[src/ddkf_pkg.sv]
//------------------------------------------------------------------------------
// ddkf_pkg
// Shared types and constants of the drug decay kill factor block.
//------------------------------------------------------------------------------
`default_nettype none
package ddkf_pkg;

    localparam int NUM_PROTEOMES = 4;
    localparam int PROT_W = 2;
    localparam int ADDR_W = 5;

    localparam logic [17:0] KILL_MAX_Q16 = 18'd249037;
    localparam logic [31:0] LN2_Q32 = 32'd2977044472;

    typedef enum logic [1:0] {
        KIND_DOSE  = 2'd0,
        KIND_TICK  = 2'd1,
        KIND_QUERY = 2'd2,
        KIND_NONE  = 2'd3
    } t_kind;

    localparam logic [2:0] REG_DECAY = 3'd0;
    localparam logic [2:0] REG_PD0   = 3'd1;
    localparam logic [2:0] REG_PD3   = 3'd4;

    typedef struct packed {
        t_kind       kind;
        logic [31:0] dose;
        logic [31:0] param;
    } t_cmd;

    typedef struct packed {
        logic [15:0] drug_factor;
        logic        factor_valid;
        logic [31:0] concentration_now;
    } t_res;

endpackage
`default_nettype wire

[src/ddkf_front.sv]
//------------------------------------------------------------------------------
// ddkf_front
// Accepts items, resolves the parameter slot and queues commands.
//------------------------------------------------------------------------------
`default_nettype none
module ddkf_front
    import ddkf_pkg::*;
(
    input  wire logic         i_clk,
    input  wire logic         i_rst_n,
    input  wire logic         i_valid,
    output logic              o_ready,
    input  wire logic [1:0]   i_kind,
    input  wire logic [31:0]  i_dose,
    input  wire logic [1:0]   i_proteome_index,
    input  wire logic [127:0] i_params,
    output logic              o_cmd_valid,
    input  wire logic         i_cmd_ready,
    output t_cmd              o_cmd
);
    t_cmd       r_q [2];
    logic       r_wp, r_rp;
    logic [1:0] r_cnt;
    logic [1:0] w_slot;
    logic       w_push, w_pop;

    assign o_ready     = (r_cnt != 2'd2);
    assign o_cmd_valid = (r_cnt != 2'd0);
    assign o_cmd       = r_q[r_rp];
    assign w_push      = i_valid && o_ready;
    assign w_pop       = o_cmd_valid && i_cmd_ready;
    assign w_slot      = (i_proteome_index > PROT_W'(NUM_PROTEOMES - 1)) ?
                         PROT_W'(NUM_PROTEOMES - 1) : i_proteome_index;

    always_ff @(posedge i_clk) begin
        if (w_push) begin
            r_q[r_wp].kind  <= t_kind'(i_kind);
            r_q[r_wp].dose  <= i_dose;
            r_q[r_wp].param <= i_params[w_slot*32 +: 32];
        end
        if (!i_rst_n) begin
            r_wp <= 1'b0;
            r_rp <= 1'b0;
            r_cnt <= 2'd0;
        end else begin
            if (w_push) r_wp <= ~r_wp;
            if (w_pop) r_rp <= ~r_rp;
            r_cnt <= r_cnt + {1'b0, w_push} - {1'b0, w_pop};
        end
    end

    assert property (@(posedge i_clk) disable iff (!i_rst_n) r_cnt != 2'd3)
        else $error("queue count overflow");
    assert property (@(posedge i_clk) disable iff (!i_rst_n)
        (r_cnt == 2'd2 && !w_pop) |=> r_cnt == 2'd2)
        else $error("queue lost an entry");
    assert property (@(posedge i_clk) disable iff (!i_rst_n)
        (r_cnt == 2'd0) |-> !w_pop)
        else $error("pop from empty queue");
endmodule
`default_nettype wire

[config.mk]
export PLATFORM = sky130hd
export DESIGN_NAME = ddkf_front
export DESIGN_NICKNAME = d
export VERILOG_FILES = /design/src/ddkf_pkg.sv /design/src/ddkf_front.sv
export SDC_FILE = /design/constraint.sdc
export NUM_CORES = 1
export LEC_CHECK = 0
export BUFFER_PORTS_ARGS = -buffer_cell sky130_fd_sc_hd__buf_2
export CORE_ASPECT_RATIO = 1.25
export CORE_MARGIN = 2
export CORE_UTILIZATION = 45
export CTS_CLUSTER_DIAMETER = 60
export CTS_CLUSTER_SIZE = 28
export DETAILED_ROUTE_END_ITERATION = 7
export MAX_ROUTING_LAYER = met4
export PLACE_DENSITY = 0.75
export SYNTH_ARGS = -nofsm -noshare
export SYNTH_HDL_FRONTEND = slang
export SYNTH_SLANG_ARGS = --single-unit
export TNS_END_PERCENT = 50
[constraint.sdc]
create_clock -name i_clk -period 3.38 [get_ports i_clk]
set_clock_uncertainty 0.15 [all_clocks]
set_input_delay 0.169 -clock i_clk [delete_from_list [all_inputs] [get_ports i_clk]]
set_output_delay 0.169 -clock i_clk [all_outputs]
set_load 0.1 [all_outputs]
# Yosys cells after proc, flatten, opt, wreduce, memory -nomap -nowiden
# Memory sizes are Yosys's and may differ from the RTL's. A register that Yosys moved wholly into a read port is not among the register bits.
# Index checks and enable logic that the tools add are counted.
dict set report op_classes {
  bitwise_logic 2
  reduce_logical 3
  order_cmp 1
  n_shift 1
  n_addsub 2
  n_mux 5
  n_eq_ne 1
}
# cell count
set ops {}
lappend ops {{128-bit by 8-bit variable part select with 32-bit output} 1}
lappend ops {{1-bit 2-to-1 mux} 4}
lappend ops {{2-bit by 1-bit adder with 2-bit output} 1}
lappend ops {{2-bit > comparator (second input constant)} 1}
lappend ops {{1-bit logical AND} 2}
lappend ops {{2-bit 2-to-1 mux} 1}
lappend ops {{2-bit != test (second input constant)} 1}
lappend ops {{1-bit NOT} 2}
lappend ops {{2-bit nonzero test} 1}
lappend ops {{2-bit by 1-bit subtractor with 2-bit output} 1}
dict set report word_totals {
  ff_bits 4
  input_bits 168
  ram_bits 132
  mem_count 1
}
# memory words width rd rd_clocked_by_memory_dff wr line_no
set mem_list {}
lappend mem_list {r_q 2 66 1 1 1 ddkf_front.sv:21} ;# t_cmd r_q [2];

# Depth between registers and ports, before layout
dict set report depth {
  word_depth 4
  ltp_mapped 6
  ltp_nobuf 6
}

# Worst setup path after synthesis
# OpenSTA, ideal clock, no wires.
dict set report synth_timing {
  path_type {flip-flop to flip-flop}
  from {register r_cnt[0]}
  to {memory r_q[1][0] (netlist name) (enable)}
  path_slack_ns -0.184
  path_stages_with_launch 3
  period_less_slack_ns 3.564
  setup_time_ns 0.431
  t_arrival_ns 2.982
  required_ns 2.799
  path_buffers 0
  cell_sequence {dfxtp_1 nand2b_1 and3_1}
}
dict set report synth_via {
  elab_chain_len 4
}
# item line_no
set synth_lines {}
lappend synth_lines {{start: declaration} ddkf_front.sv:23} ;# logic [1:0] r_cnt;
lappend synth_lines {{start signal: assignment} ddkf_front.sv:48} ;# r_cnt <= r_cnt + {1'b0, w_push} - {1'b0, w_pop};
lappend synth_lines {{2-bit != test} ddkf_front.sv:27} ;# assign o_ready = (r_cnt != 2'd2);
lappend synth_lines {{via o_ready} ddkf_front.sv:12} ;# output logic o_ready,
lappend synth_lines {{1-bit logical AND} ddkf_front.sv:30} ;# assign w_push = i_valid && o_ready;
lappend synth_lines {{1-bit 2-to-1 mux} ddkf_front.sv:36} ;# if (w_push) begin
lappend synth_lines {{1-bit 2-to-1 mux (implied by the code)} ddkf_front.sv:39} ;# r_q[r_wp].param <= i_params[w_slot*32 +: 32];
lappend synth_lines {{end: declaration} ddkf_front.sv:21}
# The timed path passes the listed nets, and every way through them passes these cells.

==> summary.md <==
| Metric | Value |
|---|---|
| Post-synth EDFFs | `132` |
| Internal | `3.96 mW` |
| Mean area per synthesized cell | `21.4 sq um` |
| Finish-stage setup viols | `0` |
| Combinational Power Share | `0.369` |
| Row count | `46` |
| Final hold vios | `0` |
| Final Max Tran Viols | `0` |
| Sequential-to-total area share from yosys stat | `0.697` |
| Flop and latch count out of synthesis | `137` |
| Synth Area in Compound Gates | `0.00923` |
| Post-CTS setup buffers | `0` |
| Root Buffer | `clkbuf_16` |
| Dpl hpwl | `9040 um` |
| Vias in the first global route | `3865` |
| Synthesized area | `5830 sq um` |
| Power density over cell area | `819 nW/um^2` |
| DRC viols | `0` |
| CTS max path bufs | `2` |
| Clock power share | `0.298` |
| Largest fanout on the critical path | `66` |
| Unrepaired setup endpoints after global routing | `false` |
| Max-Cap Viols | `0` |
| Net Sw Power | `2.72 mW` |
| Most frequent cells in the layout | `235 x buf_2, 132 x edfxtp_1, 66 x mux2_2` |
| Reg power frac | `0.333` |
| Static leakage | `3.21 nW` |
| Multi-input gate area | `1630 sq um` |
| Crit start category | `flip-flop` |
| Worst path bufs/invs | `1` |
| Die area | `13900 sq um` |
| Post-route clock period utilization | `0.719` |
| Routed Antenna Nets | `0` |
| Total GRT Usage | `0.194` |
| Final core occ | `0.644` |
| Drt first pass iters | `4` |
| Worst hold path type | `in -> reg` |
| Overflow after GRT | `0` |
| WL final | `12900 um` |
| Commonest non-fill, non-tap cell in the layout | `buf_2` |
| Port Buffers | `235` |
| Critical path arrival | `2.11 ns` |
| Post-synthesis mux area share | `0.254` |
| CP cell instances | `mux2_2 > buf_2` |
| CP endpoint kind | `primary output` |
| Measured slew at the worst slew-check pin | `0.871 ns` |
| Outcome | `completed` |
| Chip Height | `131 um` |
| Switching part of the total | `0.408` |
| DR vias/cell | `4.97` |
| First-pass GRT wire length | `19600 um` |
| Synthesis-to-layout area growth | `39.9%` |
| Kind of critical path | `reg -> out` |
| Fmax | `0.412 GHz` |
| Ports | `236` |
| Clock-pin slew on the worst setup and hold paths | `0.06 ns` |
| Synth Area in XOR/XNOR | `0.00150` |
| CTS tree | `yes` |
| Mapped Cells | `273` |
| CP max stage delay | `0.92 ns` |
| Via Count | `3650` |
| Largest net degree at the start of global routing | `67` |
| GP Congestion | `0.777` |
| Post-synth cell types | `27` |
| Slew HR | `0.419` |
| Core ar. | `12700 sq um` |
| WP data required | `3.06 ns` |
| Slowest stage cell, crit path | `dfxtp_4` |
| Sequential cell area | `4070 sq um` |
| Clk sinks | `137` |
| CTS Buf Count | `17` |
| Initial antenna violation count | `0` |
| Post-Synth Adder-Cell Area | `0.00215` |
| Post-synthesis async set-or-reset flop share | `0` |
| Tmin final | `2.43 ns` |
| Initial DRC Count | `115` |
| Synth Area in Simple Gates | `0.0127` |
| Starting Density | `0.460` |
| Layout cells sized above 1 | `0.657` |
| WL/cell | `17.5 um` |
| Clk_lat worst skew | `0.40 ns` |
| Synth Warn # | `0` |
| Worst path top cell family by delay | `flip-flops` |
| Diode count | `0` |
| Largest family of logic cells by synthesized area | `multiplexers` |
| H-tree depth | `4` |
| Primary FF master, synth | `edfxtp_1` |
| Sum Neg Setup Slack | `0 ns` |
| Peak supply drop | `0.000385 V` |
| Fillers | `950` |
| Die Width | `106 um` |
| Syn nets | `442` |
| # nets final | `722` |
per-layer routing:
metal	wire, um	vias up	GRT usage
met2	7190	152	0.344
met5	0	-	-
li1	-	1697	-
met1	4770	1782	0.212
met3	676	19	0.0471
met4	215	0	0.0680
stage by stage:
stage	hold WS (ns)	instances	power, mW	instance area [sq um]	setup slack [ns]
after detailed placement	0.211	665	4.71	7140	1.19
final	0.0236	734	6.68	8160	0.951
after CTS	0.00115	734	6.74	8160	0.894
after global placement	0.209	665	4.68	7140	1.26
after global routing	0.00664	734	6.89	8160	0.817
after floorplan	0.118	273	4.33	5830	0.0634
path summary, 6_finish.rpt:
path | cells past startpoint | end | slack, ns | from
worst min register to register | 2 | r_wp | 0.45 | r_wp
worst max register to register | 3 | r_q[1][2] | 1.20 | r_cnt[0]
worst min-delay path | 2 | r_q[1][17] | 0.02 | i_params[81]
worst max-delay path | 2 | o_cmd[4] | 0.95 | flip-flop
power by group through the flow:
stage               combinational [mW]  clock [mW]  sequential, mW
CTS                               2.48        2.03            2.23
finish                            2.46        1.99            2.23
detailed placement                2.44           0            2.27
global route                      2.54        2.10            2.25
global placement                  2.42           0            2.25
floorplan                         2.17           0            2.16
cell usage after synthesis, types with 2 or more instances:
library cell	n	area share
o21ai_0	2	0.0017
mux2_2	66	0.13
buf_12	3	0.010
edfxtp_1	132	0.68
and2_1	3	0.0032
a21bo_2	2	0.0034
dfxtp_1	5	0.017
mux4_2	30	0.12
buf_4	4	0.0052
nand2b_1	2	0.0021
nor2_1	2	0.0013
buf_2	6	0.0052
mux4_1	2	0.0090
what timing repair did:
action / 4_1_cts / 5_1_grt
endpoints found under the hold margin: 73 / 0
hold buffers: 37 / 0
gates resized for setup: 0 / 0
flip-flops by register name, summed over array words and instances, names as in the netlist, named ones only:
name	flops
r_q	132
r_cnt	2
r_rp	1
r_wp	1
logic make-up after synthesis:
kind of cell | Yosys count
flip-flops | 137
buffers and inverters | 15
multiplexers | 99
AND/OR/NAND/NOR | 13
XOR/XNOR | 1
AO/OA/AOI/OAI | 7
adder cells (fa/ha/maj) | 1
worst reg2reg max path, delay by kind of cell (launching register included):
kind | cells | cell delay (ns)
AND/OR/NAND/NOR | 2 | 0.93
flip-flops | 1 | 0.43
buffers and inverters | 1 | 0.33
cell type report:
cell class,count,area share
Tap cell,168,0.0258
Inverter,1,0.000460
Clock buffer,17,0.0522
Timing Repair Buffer,275,0.195
Multi-Input combinational cell,121,0.200
Sequential cell,137,0.499
Clock inverter,15,0.0273
No activity file was read; power rests on OpenSTA's default activity.
